### config.mk
export PLATFORM = sky130hd
export DESIGN_NAME = ddo_regs
export DESIGN_NICKNAME = d
export VERILOG_FILES = /design/src/rtl/ddo_pkg.sv /design/src/rtl/ddo_regs.sv
export SDC_FILE = /design/constraint.sdc
export NUM_CORES = 1
export LEC_CHECK = 0
export CORE_MARGIN = 1
export CORE_UTILIZATION = 47
export DETAILED_ROUTE_END_ITERATION = 16
export DONT_BUFFER_PORTS = 1
export HOLD_SLACK_MARGIN = 0.15
export PLACE_DENSITY = 0.66
export SLEW_MARGIN = 20
export SYNTH_ARGS = -nofsm -noshare
export SYNTH_HDL_FRONTEND = slang
export SYNTH_SLANG_ARGS = --single-unit
export TNS_END_PERCENT = 5
### constraint.sdc
create_clock -name aclk -period 2.84 [get_ports aclk]
set_input_delay 0.568 -clock aclk [delete_from_list [all_inputs] [get_ports aclk]]
set_output_delay 0.568 -clock aclk [all_outputs]
set_load 0.005 [all_outputs]
### src/rtl/ddo_pkg.sv
// ----------------------------------------------------------------------------
// ddo_pkg
// Shared types, codes and constants of the differential drive odometry block.
// ----------------------------------------------------------------------------
package ddo_pkg;

    // input item operation codes
    localparam logic [1:0] OP_TICK      = 2'd0;
    localparam logic [1:0] OP_LOAD_X    = 2'd1;
    localparam logic [1:0] OP_LOAD_Y    = 2'd2;
    localparam logic [1:0] OP_LOAD_HEAD = 2'd3;

    // configuration register indexes
    typedef enum logic [1:0] {
        REG_LEFT_GAIN     = 2'd0,
        REG_RIGHT_GAIN    = 2'd1,
        REG_INVERSE_TRACK = 2'd2,
        REG_SAMPLE_RATE   = 2'd3
    } cfg_idx_t;

    localparam logic signed [47:0] MAX48 = 48'sh7FFF_FFFF_FFFF;
    localparam logic signed [47:0] MIN48 = 48'sh8000_0000_0000;

    // cordic start vector, reciprocal of the limit gain in q30
    localparam logic signed [33:0] CORDIC_K = 34'sd652032874;

    // multiply jobs run on the shared multiply-accumulate unit
    typedef enum logic [2:0] {
        JOB_HEAD = 3'd0,
        JOB_XPOS = 3'd1,
        JOB_YPOS = 3'd2,
        JOB_LSPD = 3'd3,
        JOB_RSPD = 3'd4,
        JOB_ANG  = 3'd5
    } job_t;

    typedef struct packed {
        logic [31:0] left_gain;
        logic [31:0] right_gain;
        logic [31:0] inverse_track;
        logic [15:0] sample_rate;
    } ddo_cfg_t;

    typedef struct packed {
        logic accept;
        logic scale;
        logic sum;
        logic mac_load;
        logic mac_lo;
        logic mac_hi;
        logic mac_write;
        logic cordic_init;
        logic cordic_step;
        logic out_load;
        job_t job;
    } ddo_cmd_t;

    // arctangent of 2^-i as a binary angle
    function automatic logic [29:0] atan_lookup(input logic [4:0] idx);
        logic [29:0] r;
        unique case (idx)
            5'd0:  r = 30'd536870912;
            5'd1:  r = 30'd316933406;
            5'd2:  r = 30'd167458907;
            5'd3:  r = 30'd85004756;
            5'd4:  r = 30'd42667331;
            5'd5:  r = 30'd21354465;
            5'd6:  r = 30'd10679838;
            5'd7:  r = 30'd5340245;
            5'd8:  r = 30'd2670163;
            5'd9:  r = 30'd1335087;
            5'd10: r = 30'd667544;
            5'd11: r = 30'd333772;
            5'd12: r = 30'd166886;
            5'd13: r = 30'd83443;
            5'd14: r = 30'd41722;
            5'd15: r = 30'd20861;
            5'd16: r = 30'd10430;
            5'd17: r = 30'd5215;
            5'd18: r = 30'd2608;
            5'd19: r = 30'd1304;
            5'd20: r = 30'd652;
            5'd21: r = 30'd326;
            5'd22: r = 30'd163;
            5'd23: r = 30'd81;
            5'd24: r = 30'd41;
            5'd25: r = 30'd20;
            5'd26: r = 30'd10;
            5'd27: r = 30'd5;
            5'd28: r = 30'd3;
            5'd29: r = 30'd1;
            5'd30: r = 30'd1;
            5'd31: r = 30'd0;
        endcase
        return r;
    endfunction

endpackage

### src/rtl/ddo_regs.sv
// ----------------------------------------------------------------------------
// ddo_regs
// APB-style configuration registers: gains, inverse track and sample rate.
// ----------------------------------------------------------------------------
module ddo_regs import ddo_pkg::*; (
    input  logic        aclk,
    input  logic        aresetn,
    input  logic        psel,
    input  logic        penable,
    input  logic        pwrite,
    input  logic [3:0]  paddr,
    input  logic [31:0] pwdata,
    output logic [31:0] prdata,
    output ddo_cfg_t    cfg
);

    ddo_cfg_t cfg_reg;
    cfg_idx_t idx;

    assign idx = cfg_idx_t'(paddr[3:2]);

    always_ff @(posedge aclk) begin
        if (!aresetn) begin
            cfg_reg.left_gain     <= 32'd65536;
            cfg_reg.right_gain    <= 32'd65536;
            cfg_reg.inverse_track <= 32'd65536;
            cfg_reg.sample_rate   <= 16'd100;
        end else if (psel && penable && pwrite) begin
            unique case (idx)
                REG_LEFT_GAIN:     cfg_reg.left_gain     <= pwdata;
                REG_RIGHT_GAIN:    cfg_reg.right_gain    <= pwdata;
                REG_INVERSE_TRACK: cfg_reg.inverse_track <= pwdata;
                REG_SAMPLE_RATE:   cfg_reg.sample_rate   <= pwdata[15:0];
            endcase
        end
    end

    always_comb begin
        unique case (idx)
            REG_LEFT_GAIN:     prdata = cfg_reg.left_gain;
            REG_RIGHT_GAIN:    prdata = cfg_reg.right_gain;
            REG_INVERSE_TRACK: prdata = cfg_reg.inverse_track;
            REG_SAMPLE_RATE:   prdata = {16'd0, cfg_reg.sample_rate};
        endcase
    end

    assign cfg = cfg_reg;

endmodule

* Word-level counts from Yosys, hierarchy flattened
Index checks and enable logic that the tools add are counted.
** Operators by class
- Equal/unequal tests :: 3
- Mux-type cells :: 1
- Reductions and logical operators :: 7
** Operators by type and width (count)
- $pmux 32 s4 :: 1
- $reduce_and 2->1 :: 4
- $eq 2x2->1 const B :: 2
- $eq 2x1->1 const B :: 1
- $logic_and 1x1->1 :: 2
- $logic_not 2->1 :: 1
** Word-level totals
- Register bits after elaboration :: 112
- Bits of input ports :: 41
- Output and inout port bits :: 144

* Depth between registers and ports, before layout
- Depth in word-level cells :: 3
- Gate-level depth with buffers :: 6
- Mapped depth without buffers :: 3

* Worst setup path after synthesis
OpenSTA, ideal clock, no wires.
- Path kind :: in2out
- From :: in paddr[2]
- To :: out prdata[0]
- Arrival :: 1.478 ns
- Setup slack :: 0.794 ns
- Stages :: 3
- Path through :: buf_4 -> buf_4 -> mux4_2
** Between the ends
- Word-level cells in the longest chain between the ends :: 2
** RTL lines
- start, declared :: line ddo_regs.sv:11 : input logic [3:0] paddr,
- $eq 2x2->1 (tied with other cells) :: line ddo_regs.sv:39 : unique case (idx)
- $pmux 32 s4 (*) :: line ddo_regs.sv:39
- end, declared :: line ddo_regs.sv:13 : output logic [31:0] prdata,
Mark *: on every way between the ends. The rest lies on a longest branch, timed or not.

* Final worst setup path
- From :: reg cfg_reg, in the netlist cfg[15]
- To :: out prdata[15]
** Between the ends
- Word-level cells in the longest chain between the ends :: 1
** RTL lines
- start, declared :: line ddo_regs.sv:17 : ddo_cfg_t cfg_reg;
- $pmux 32 s4 :: line ddo_regs.sv:39
Every way passes these cells.

==> run summary <==
Yosys warning count: 0
Worst EP arrival: 1.24 ns
clk slew on worst S/H paths: 0.10 ns
#FFs+latches synth: 112
die span in y: 104 µm
hold buffers post-CTS: 0
Final GP Congestion: 0.753
worst reg2reg setup slack: 2.12 ns
clk sinks: 112
crit-path leading delay family: multiplexers
Buf+Inv Stages, Crit Path: 0
min-delay src: aresetn
routed vias/inst: 5.64
num ports: 185
routed wire length: 11,300 µm
FP Rows: 37
CTS max path bufs: 2
Final Hold Viols: 0
CP Class: flop to output port
RSZ-0062 raised after global routing: no
Mapped Area: 0.00493 mm²
Crit Reg-Reg Startpoint: cfg[2]$_SDFFE_PN1P_
fmax: 0.553 GHz
slowest stage delay, CP: 0.51 ns
postcts setup bufs: 0
Layout Area Growth over Synthesis: 3.83%
CP startpoint: cfg[15]$_SDFFE_PN0P_
ranking of synthesized cells by area: dfxtp_1 (45%), mux2i_1 (25%), nand2_1 (12%), mux4_2 (7.3%), buf_6 (2.7%)
Die Wd: 104 µm
Seq/Total Area, Yosys: 45.5%
Reg2Reg Capture Point: cfg[2]$_SDFFE_PN1P_
total number of H-tree levels: 3
Pre-Repair DR Iteration Count: 4
worst hold path type: primary input to flop
Netlist cell types: 18
initial antenna violation count: 0
die area: 0.0109 mm²
layout cells sized above 1: 8.64%
Slew @ Worst Pin: 0.652 ns
post-layout min period: 1.81 ns
synthesized area per cell: 10.3 µm²
Max Slew Vio Count: 0
FF-to-FF path depth: 2
hold depth: 1
maxcap violations: 0
CTS tree: yes
largest net degree at the start of global routing: 145
worst vdd ir: 0.270 mV
worst skew pair latency: 0.35 ns
First DRT Iteration DRCs: 171
Min Hold Slack: 0.359 ns
Setup crit start kind: flop
Mapped Cells: 480
Global Route Usage Sum: 20.5%
global route total overflow: 0
IO buf count: 0
Setup crit end kind: output port
Vias: 3,381
Slew HR: 56.5%
Mapped Nets: 521
vias in the first global route: 3,391
clock root cell: clkbuf_8
Worst EP required: 2.27 ns
first-pass GRT wire length: 17,600 µm
max reg flops: 112
largest area contributor in the netlist: dfxtp_1
CP max-delay cell: mux4_2
top cell type's share of synthesized area: 45.5%
drt drc: 0
Core ar.: 0.0102 mm²
hold endpoint: cfg[5]$_SDFFE_PN1P_
Leak Pwr: 2.18 nW
Setup violations, final: 0
outcome: completed
Max Clock Skew: 0 ns
cts bufs inserted: 9
routed len/inst: 18.9 µm
Max FO, Critical Path: 3
CP cell instances: mux4_2
ant diodes: 0
Post-layout nets: 499
Tcrit/Tclk final: 63.6%
final antenna-violating net count: 0
P per Cell Area: 545 mW/mm²
PostCTS Resize Cnt: 0
DPL Wire Length: 7380 µm
setup total negative slack: 0 ns
Initial Util: 48.2%
-- per-stage QoR --
stage	setup WS [ns]	utilization [%]	total power, mW	cells	cell area [µm²]
CTS	0.996	50.0	2.83	599	5120
global placement	1.06	47.8	1.76	583	4890
detailed placement	1.05	47.8	1.76	583	4890
floorplan	0.794	-	1.79	480	4930
finish	1.03	50.0	2.79	599	5120
global route	0.983	50.0	2.90	599	5120
-- layout by cell type (no fill, tap or decap) --
master     instances
nand2_1          154
mux2i_1          125
dfxtp_1          112
o21ai_0           19
mux4_2            16
clkbuf_8          12
nor2b_1            4
inv_1              3
o311ai_0           3
buf_4              3
bufinv_16          2
clkbuf_1           2
nor2b_2            1
nand3_4            1
nor3_4             1
and3_4             1
nand3b_1           1
nand2_4            1
nor2_4             1
buf_12             1
-- worst max path at each step --
stage | end | slack (ns) | cells past startpoint
final | prdata[15] | 1.03 | 1
after global routing | prdata[15] | 0.98 | 1
after floorplan | prdata[0] | 0.79 | 3
after global placement | prdata[17] | 1.06 | 4
after CTS | prdata[15] | 1.0 | 1
after detailed placement | prdata[17] | 1.05 | 4
-- where the power goes --
group          internal, mW  total, mW  switching (mW)
combinational        0.0548      0.113          0.0581
sequential             1.59       1.61          0.0217
clock                 0.571       1.07           0.496
-- cells in the mapped netlist --
| library cell | count |
|---|---|
| nand2_1 | 154 |
| mux2i_1 | 125 |
| dfxtp_1 | 112 |
| o21ai_0 | 19 |
| mux4_2 | 16 |
| buf_6 | 12 |
| clkbuf_1 | 11 |
| buf_2 | 9 |
| buf_4 | 5 |
| nor2b_1 | 5 |
| inv_1 | 3 |
| o311ai_0 | 3 |
| and3_4 | 1 |
| nand2_4 | 1 |
| nand3_4 | 1 |
| nand3b_1 | 1 |
| nor2_4 | 1 |
| nor3_4 | 1 |
-- cell type report --
type | instances | area, µm²
tap | 136 | 170
clock inverter | 2 | 60.1
fill | 949 | 5110
sequential | 112 | 2240
inverter | 3 | 11.3
clock buffer | 14 | 173
multi-input combinational | 328 | 2420
timing repair buffer | 4 | 42.5
-- cells by family after synthesis --
logic type             share of synthesized area, %
AOI/OAI and AO/OA                              2.46
buffers and inverters                          5.48
DFF                                            45.5
muxes                                          32.7
and+or+nand+nor                                13.9
-- per-layer routing --
metal | track usage [%] | share of wire [%] | vias up
met5 | 0 | 0 | -
li1 | - | - | 1583
met1 | 24.0 | 41 | 1655
met4 | 9.59 | 1.9 | 0
met2 | 34.8 | 49 | 129
met3 | 5.45 | 7.3 | 14
Power figures use the tool's default switching activity.
