==> src/rtl/ddo_pkg.sv <==
// ----------------------------------------------------------------------------
// ddo_pkg
// Shared types, codes and constants of the differential drive odometry block.
// ----------------------------------------------------------------------------
package ddo_pkg;

    // input item operation codes
    localparam logic [1:0] OP_TICK      = 2'd0;
    localparam logic [1:0] OP_LOAD_X    = 2'd1;
    localparam logic [1:0] OP_LOAD_Y    = 2'd2;
    localparam logic [1:0] OP_LOAD_HEAD = 2'd3;

    // configuration register indexes
    typedef enum logic [1:0] {
        REG_LEFT_GAIN     = 2'd0,
        REG_RIGHT_GAIN    = 2'd1,
        REG_INVERSE_TRACK = 2'd2,
        REG_SAMPLE_RATE   = 2'd3
    } cfg_idx_t;

    localparam logic signed [47:0] MAX48 = 48'sh7FFF_FFFF_FFFF;
    localparam logic signed [47:0] MIN48 = 48'sh8000_0000_0000;

    // cordic start vector, reciprocal of the limit gain in q30
    localparam logic signed [33:0] CORDIC_K = 34'sd652032874;

    // multiply jobs run on the shared multiply-accumulate unit
    typedef enum logic [2:0] {
        JOB_HEAD = 3'd0,
        JOB_XPOS = 3'd1,
        JOB_YPOS = 3'd2,
        JOB_LSPD = 3'd3,
        JOB_RSPD = 3'd4,
        JOB_ANG  = 3'd5
    } job_t;

    typedef struct packed {
        logic [31:0] left_gain;
        logic [31:0] right_gain;
        logic [31:0] inverse_track;
        logic [15:0] sample_rate;
    } ddo_cfg_t;

    typedef struct packed {
        logic accept;
        logic scale;
        logic sum;
        logic mac_load;
        logic mac_lo;
        logic mac_hi;
        logic mac_write;
        logic cordic_init;
        logic cordic_step;
        logic out_load;
        job_t job;
    } ddo_cmd_t;

    // arctangent of 2^-i as a binary angle
    function automatic logic [29:0] atan_lookup(input logic [4:0] idx);
        logic [29:0] r;
        unique case (idx)
            5'd0:  r = 30'd536870912;
            5'd1:  r = 30'd316933406;
            5'd2:  r = 30'd167458907;
            5'd3:  r = 30'd85004756;
            5'd4:  r = 30'd42667331;
            5'd5:  r = 30'd21354465;
            5'd6:  r = 30'd10679838;
            5'd7:  r = 30'd5340245;
            5'd8:  r = 30'd2670163;
            5'd9:  r = 30'd1335087;
            5'd10: r = 30'd667544;
            5'd11: r = 30'd333772;
            5'd12: r = 30'd166886;
            5'd13: r = 30'd83443;
            5'd14: r = 30'd41722;
            5'd15: r = 30'd20861;
            5'd16: r = 30'd10430;
            5'd17: r = 30'd5215;
            5'd18: r = 30'd2608;
            5'd19: r = 30'd1304;
            5'd20: r = 30'd652;
            5'd21: r = 30'd326;
            5'd22: r = 30'd163;
            5'd23: r = 30'd81;
            5'd24: r = 30'd41;
            5'd25: r = 30'd20;
            5'd26: r = 30'd10;
            5'd27: r = 30'd5;
            5'd28: r = 30'd3;
            5'd29: r = 30'd1;
            5'd30: r = 30'd1;
            5'd31: r = 30'd0;
        endcase
        return r;
    endfunction

endpackage

==> src/rtl/ddo_ctrl.sv <==
// ----------------------------------------------------------------------------
// ddo_ctrl
// Sequencer: steps the datapath through distance, multiply jobs and cordic.
// ----------------------------------------------------------------------------
module ddo_ctrl import ddo_pkg::*; #(
    parameter int CORDIC_STEPS = 24,
    parameter int IW = $clog2(CORDIC_STEPS)
) (
    input  logic          aclk,
    input  logic          aresetn,
    input  logic          s_valid,
    input  logic [1:0]    s_op,
    output logic          s_ready,
    output logic          m_valid,
    input  logic          m_ready,
    output ddo_cmd_t      cmd,
    output logic [IW-1:0] iter
);

    typedef enum logic [3:0] {
        ST_IDLE, ST_DIST, ST_SUM, ST_MLOAD, ST_MLO, ST_MHI, ST_MWRITE,
        ST_CINIT, ST_CORDIC, ST_OUT
    } state_t;

    state_t        state_reg;
    job_t          job_reg;
    logic [IW-1:0] iter_reg;
    logic          m_valid_reg;
    logic          out_free;

    assign out_free = !m_valid_reg || m_ready;

    always_ff @(posedge aclk) begin
        if (!aresetn) begin
            state_reg   <= ST_IDLE;
            job_reg     <= JOB_HEAD;
            iter_reg    <= '0;
            m_valid_reg <= 1'b0;
        end else begin
            if (m_valid_reg && m_ready && !cmd.out_load) begin
                m_valid_reg <= 1'b0;
            end
            unique case (state_reg)
                ST_IDLE: begin
                    if (s_valid) begin
                        if (s_op == OP_TICK) begin
                            job_reg   <= JOB_HEAD;
                            state_reg <= ST_DIST;
                        end else begin
                            job_reg   <= JOB_ANG;
                            state_reg <= ST_MLOAD;
                        end
                    end
                end
                ST_DIST:  state_reg <= ST_SUM;
                ST_SUM:   state_reg <= ST_MLOAD;
                ST_MLOAD: state_reg <= ST_MLO;
                ST_MLO:   state_reg <= ST_MHI;
                ST_MHI:   state_reg <= ST_MWRITE;
                ST_MWRITE: begin
                    unique case (job_reg)
                        JOB_HEAD: state_reg <= ST_CINIT;
                        JOB_XPOS: begin
                            job_reg   <= JOB_YPOS;
                            state_reg <= ST_MLOAD;
                        end
                        JOB_YPOS: begin
                            job_reg   <= JOB_LSPD;
                            state_reg <= ST_MLOAD;
                        end
                        JOB_LSPD: begin
                            job_reg   <= JOB_RSPD;
                            state_reg <= ST_MLOAD;
                        end
                        JOB_RSPD: begin
                            job_reg   <= JOB_ANG;
                            state_reg <= ST_MLOAD;
                        end
                        default:  state_reg <= ST_OUT;
                    endcase
                end
                ST_CINIT: begin
                    iter_reg  <= '0;
                    state_reg <= ST_CORDIC;
                end
                ST_CORDIC: begin
                    if (iter_reg == IW'(CORDIC_STEPS - 1)) begin
                        job_reg   <= JOB_XPOS;
                        state_reg <= ST_MLOAD;
                    end else begin
                        iter_reg <= iter_reg + 1'b1;
                    end
                end
                ST_OUT: begin
                    if (out_free) begin
                        m_valid_reg <= 1'b1;
                        state_reg   <= ST_IDLE;
                    end
                end
                default: state_reg <= ST_IDLE;
            endcase
        end
    end

    always_comb begin
        cmd             = '0;
        cmd.job         = job_reg;
        cmd.accept      = (state_reg == ST_IDLE) && s_valid;
        cmd.scale       = (state_reg == ST_DIST);
        cmd.sum         = (state_reg == ST_SUM);
        cmd.mac_load    = (state_reg == ST_MLOAD);
        cmd.mac_lo      = (state_reg == ST_MLO);
        cmd.mac_hi      = (state_reg == ST_MHI);
        cmd.mac_write   = (state_reg == ST_MWRITE);
        cmd.cordic_init = (state_reg == ST_CINIT);
        cmd.cordic_step = (state_reg == ST_CORDIC);
        cmd.out_load    = (state_reg == ST_OUT) && out_free;
    end

    assign s_ready = (state_reg == ST_IDLE);
    assign m_valid = m_valid_reg;
    assign iter    = iter_reg;

endmodule

==> config.mk <==
export PLATFORM = sky130hd
export DESIGN_NAME = ddo_ctrl
export DESIGN_NICKNAME = d
export VERILOG_FILES = /design/src/rtl/ddo_pkg.sv /design/src/rtl/ddo_ctrl.sv
export SDC_FILE = /design/constraint.sdc
export NUM_CORES = 1
export LEC_CHECK = 0
export BUFFER_PORTS_ARGS = -buffer_cell sky130_fd_sc_hd__buf_2
export CAP_MARGIN = 20
export CORE_MARGIN = 1.5
export CORE_UTILIZATION = 53
export CTS_CLUSTER_SIZE = 30
export DETAILED_ROUTE_END_ITERATION = 7
export GPL_ROUTABILITY_DRIVEN = 0
export PLACE_DENSITY = 0.82
export SLEW_MARGIN = 0
export SYNTH_ARGS = -nofsm -noshare
export SYNTH_HDL_FRONTEND = slang
export SYNTH_SLANG_ARGS = --single-unit
export TNS_END_PERCENT = 5
==> constraint.sdc <==
create_clock -name aclk -period 2.92 [get_ports aclk]
set_input_delay 0.146 -clock aclk [delete_from_list [all_inputs] [get_ports aclk]]
set_output_delay 0.146 -clock aclk [all_outputs]
set_load 0.01 [all_outputs]
; ---- Word-level counts from Yosys, hierarchy flattened
; Cells that the tools add are included.
[totals]
register_bits = 13
in_bits = 6
elab_cells = 56
[classes]
addsub = 1
eq_ne = 19
mux = 16
reduce_logical = 16
[ops]
columns = operator, n
row1 = $pmux 4 s10, 1
row2 = $eq 4x3->1 const B, 4
row3 = $mux 4, 3
row4 = $pmux 3 s4, 1
row5 = $pmux 5 s2, 1
row6 = $mux 3, 3
row7 = $pmux 3 s3, 1
row8 = $eq 4x2->1 const B, 2
row9 = $eq 4x4->1 const B, 2
row10 = $pmux 4 s2, 1
row11 = $eq 3x2->1 const B, 2
row12 = $ne 2x2->1 const B, 3
row13 = $add 5x1->5 const B, 1
row14 = $eq 5x5->1 const B, 1
row15 = $mux 5, 1
row16 = $ne 5x1->1 const B, 1
row17 = $eq 4x1->1 const B, 1
row18 = $logic_and 1x1->1, 4
row19 = $logic_not 4->1, 1
row20 = $reduce_and 4->1, 1
row21 = $reduce_or 4->1, 1
row22 = $eq 3x1->1 const B, 1
row23 = $eq 3x3->1 const B, 1
row24 = $logic_not 3->1, 1
row25 = other kinds (10), 13

; ---- Longest topological paths before layout
[depth]
depth_word = 8
mapped_depth = 6

; ---- Worst setup path before layout
; No wires, ideal clock.
[synth_timing]
path_kind = register -> register
from = reg iter_reg[0], in the netlist iter[0]
to = reg job_reg[1]
setup_ps = 91
arrival_ps = 1577
setup_slack_ps = 1252
path_stages_with_launch = 6
synth_period_minus_slack_ps = 1668
cell_sequence = dfxtp_1 ha_1 nand4b_4 a311oi_2 a31oi_1 a311oi_1
[synth_via]
elab_chain_cells = 3
[synth_rtl]
columns = element, line_no
row1 = from (decl), ddo_ctrl.sv:27  ; logic [IW-1:0] iter_reg;
row2 = from (signal assigned), ddo_ctrl.sv:91  ; iter_reg <= iter_reg + 1'b1;
row3 = $eq 5x5->1, ddo_ctrl.sv:87  ; if (iter_reg == IW'(CORDIC_STEPS - 1)) begin
row4 = $ne 2x1->1 (no line), -
row5 = $reduce_and 4->1 (no line), -
row6 = to (signal assigned), ddo_ctrl.sv:72  ; job_reg <= JOB_RSPD;
row7 = to (signal assigned), ddo_ctrl.sv:76  ; job_reg <= JOB_ANG;
row8 = to (signal assigned), ddo_ctrl.sv:88  ; job_reg <= JOB_XPOS;
row9 = to (decl), ddo_ctrl.sv:26  ; job_t job_reg;
; No other way between the ends.
; A chain may end at the register's enable or synchronous reset.

; ---- Worst setup path after layout
[layout_timing]
from = reg state_reg[3]
to = reg job_reg[2]
[layout_via]
elab_chain_cells = 3
[layout_rtl]
columns = element, line_no
row1 = from (decl), ddo_ctrl.sv:25  ; state_t state_reg;
row2 = from (signal assigned), ddo_ctrl.sv:35  ; state_reg <= ST_IDLE;
row3 = from (signal assigned), ddo_ctrl.sv:48  ; state_reg <= ST_DIST;
row4 = from (signal assigned), ddo_ctrl.sv:51  ; state_reg <= ST_MLOAD;
row5 = "$eq 4x3->1, or another cell as far along", ddo_ctrl.sv:43  ; unique case (state_reg)
row6 = "$ne 5x1->1 (no line), or another cell as far along", -
row7 = $reduce_and 4->1 (no line), -
row8 = to (signal assigned), ddo_ctrl.sv:36  ; job_reg <= JOB_HEAD;
row9 = to (signal assigned), ddo_ctrl.sv:47  ; job_reg <= JOB_HEAD;
row10 = to (signal assigned), ddo_ctrl.sv:50  ; job_reg <= JOB_ANG;
; Several ways; a longest one is shown, not always the timed one.

==> reports/results.ini <==
[timing]
timing.final.crit_period_ps = 1790
worstMarginPinSlew_ps = 542
rsz0062_at_grt = no
fin_crit_sh = 0.612
finClkSkew_ps = 1.51
setup_viol = 0
finalHoldViolCount = 0
tns_ps = 0
max_slew_margin = 0.638
slew_violations = 0
fmax_mhz = 560

[global_routing]
antenna_found_initial = 0
grt_usage = 0.230
grt_pass1_wl_mm = 3.28
grt_overflow_total = 0
grt_start_max_net_pins = 17
grt_pass1_vias = 733

[placed_design]
place_hpwl_mm = 1.41
port_buffers = 25

[routing]
final_antenna_net_count = 0
drt_pass1_iterations = 4
routed.top_layer = met4
avgRoutedWirePerCell_um = 13.3
via_per_inst = 6.01
drt-initial-drc-count = 35
vias = 841
totalWireLength_mm = 1.86
wl_met2_um = 840
drt-met1-wl_um = 907
dr_wl_met3_um = 75
drc_errors = 0

[cells_and_area]
diodes = 0
fin_util = 0.647
final_nets = 132
fillCellCount = 139
largest_reg_flops = 5
layout-drive-gt1-share = 0.266
regArea_um2 = 260
multi_input_area_um2 = 528
area_growth_pct = 13.9

[synth]
synth_compound_area_frac = 0.307
ys.flop_type = dfxtp_1
async_reset_ff_frac = 0
synth_top_area_share = 0.304
syn-num-nets = 109
synth_top_family_by_area = compound AO/OA/AOI/OAI gates
synth_cell_types = 41
yosysMostFrequentCell = dfxtp_1
synth_adder_area_share = 0.0146
avgSynthCellArea_um2 = 8.39
yosysWarnings = 0
syn_inst = 102
synth_seq_cells = 13
synth_top_area_cell = dfxtp_1
synth_mux_area_frac = 0
syn_area_um2 = 856
yosys.area_share.simple = 0.275
synthTopCellsByArea = dfxtp_1 30%, a21oi_1 5.8%, nor2_1 3.9%, nor3_1 3.5%, o41ai_4 3.2%
synth_xor_area_frac = 0.0205
synth-edff-count = 0
synthTopCellsByCount = 13 x dfxtp_1, 10 x a21oi_1, 9 x nor2_1
yosysSeqAreaShare = 0.304

[clock_network]
postCtsSetupBuffers = 0
cts_buffer_depth = 2
cts_root_buffer = clkbuf_4
cts_tree = yes
path_clk_slew_ps = 80
hold_buffers = 0
htreeDepth = 1
clk_latency_ps = 270
cts_sinks = 13
numCtsBuffers = 3
cts.repair.resized = 0

[critical_path]
required_ps = 3100
cp-start-kind = flip-flop
worst-path-max-fanout = 16
crit_type = flip-flop to flip-flop
worst_setup_path_end_kind = flip-flop
crit_arrival_ps = 1970

[power_and_ir_drop]
finalPower_uw = 455
p_per_area_mw_per_mm2 = 467
ir_drop_v = 0.000263
leakagePower_nw = 0.434

[status]
outcome = complete, no violations

[die]
die-area_mm2 = 0.00186
io_pins = 26
die_h_um = 43.2
core_area_mm2 = 0.00151
initial_utilization = 0.568
die_w_um = 43.2
row_count = 14

[run]
cap_violations = 0

[min_path]
hp-class = primary input to flip-flop

## layout make-up
| class | count | share of cell area |
|---|---|---|
| Multi-Input combinational cell | 78 | 0.542 |
| Timing Repair Buffer | 25 | 0.128 |
| Inverter | 4 | 0.0154 |
| Tap cell | 16 | 0.0205 |
| Sequential cell | 13 | 0.267 |
| Clock buffer | 4 | 0.0270 |
## report_power, final
group / switching (mW) / internal, mW
Sequential: 0.0294 / 0.190
Combinational: 0.0686 / 0.0572
Clock: 0.0573 / 0.0528
## worst paths after layout
| kind | startpoint | cells past startpoint | slack, ps | endpoint |
|---|---|---|---|---|
| worst min register to register | iter[1]$_SDFFE_PN0P_ | 2 | 510 | iter[1]$_SDFFE_PN0P_ |
| worst min-delay path | aresetn | 2 | 110 | state_reg[0]$_SDFFE_PN0P_ |
| worst max register to register | state_reg[3]$_SDFFE_PN0P_ | 4 | 1130 | job_reg[2]$_SDFFE_PN0P_ |
| worst max-delay path | state_reg[3]$_SDFFE_PN0P_ | 4 | 1130 | job_reg[2]$_SDFFE_PN0P_ |
## logic make-up (layout without fill, tap and decap cells)
family,after synthesis,count (layout)
buf+inv,11,33
simple gates,40,40
fa+ha+maj,1,1
xor+xnor,2,2
flops,13,13
compound gates,35,35
## stage by stage
stage	hold WS [ps]	worst slack, ps	std cells	instance area (µm²)
2_1_floorplan	268	1250	102	856
3_3_place_gp	384	1220	136	948
3_5_place_dp	380	1150	136	948
4_1_cts	102	1140	140	975
5_1_grt	138	985	140	975
6_report	114	1130	140	975
## per-layer routing
layer | global-route usage | vias up
met5 | 0 | -
met4 | 0.127 | 0
met3 | 0.0255 | 4
met2 | 0.334 | 28
met1 | 0.327 | 379
li1 | - | 430
## critical path, stage by stage, from the launching register on
cell and delay, ps:
dfxtp_1 670, nor4_1 190, a311oi_2 460, a21oi_1 130, a311oi_1 260
## cell usage in the layout, fill, tap and decap left out, types with 3 or more instances in the layout
cell type	instances
buf_2	25
dfxtp_1	13
a21oi_1	10
nor2_1	9
nor3_1	6
nand3_1	4
nand2b_1	4
o21ai_0	4
nand2_1	4
inv_1	3
or3_1	3
a311oi_1	3
clkbuf_4	3
(Power assumes the default switching activity.)
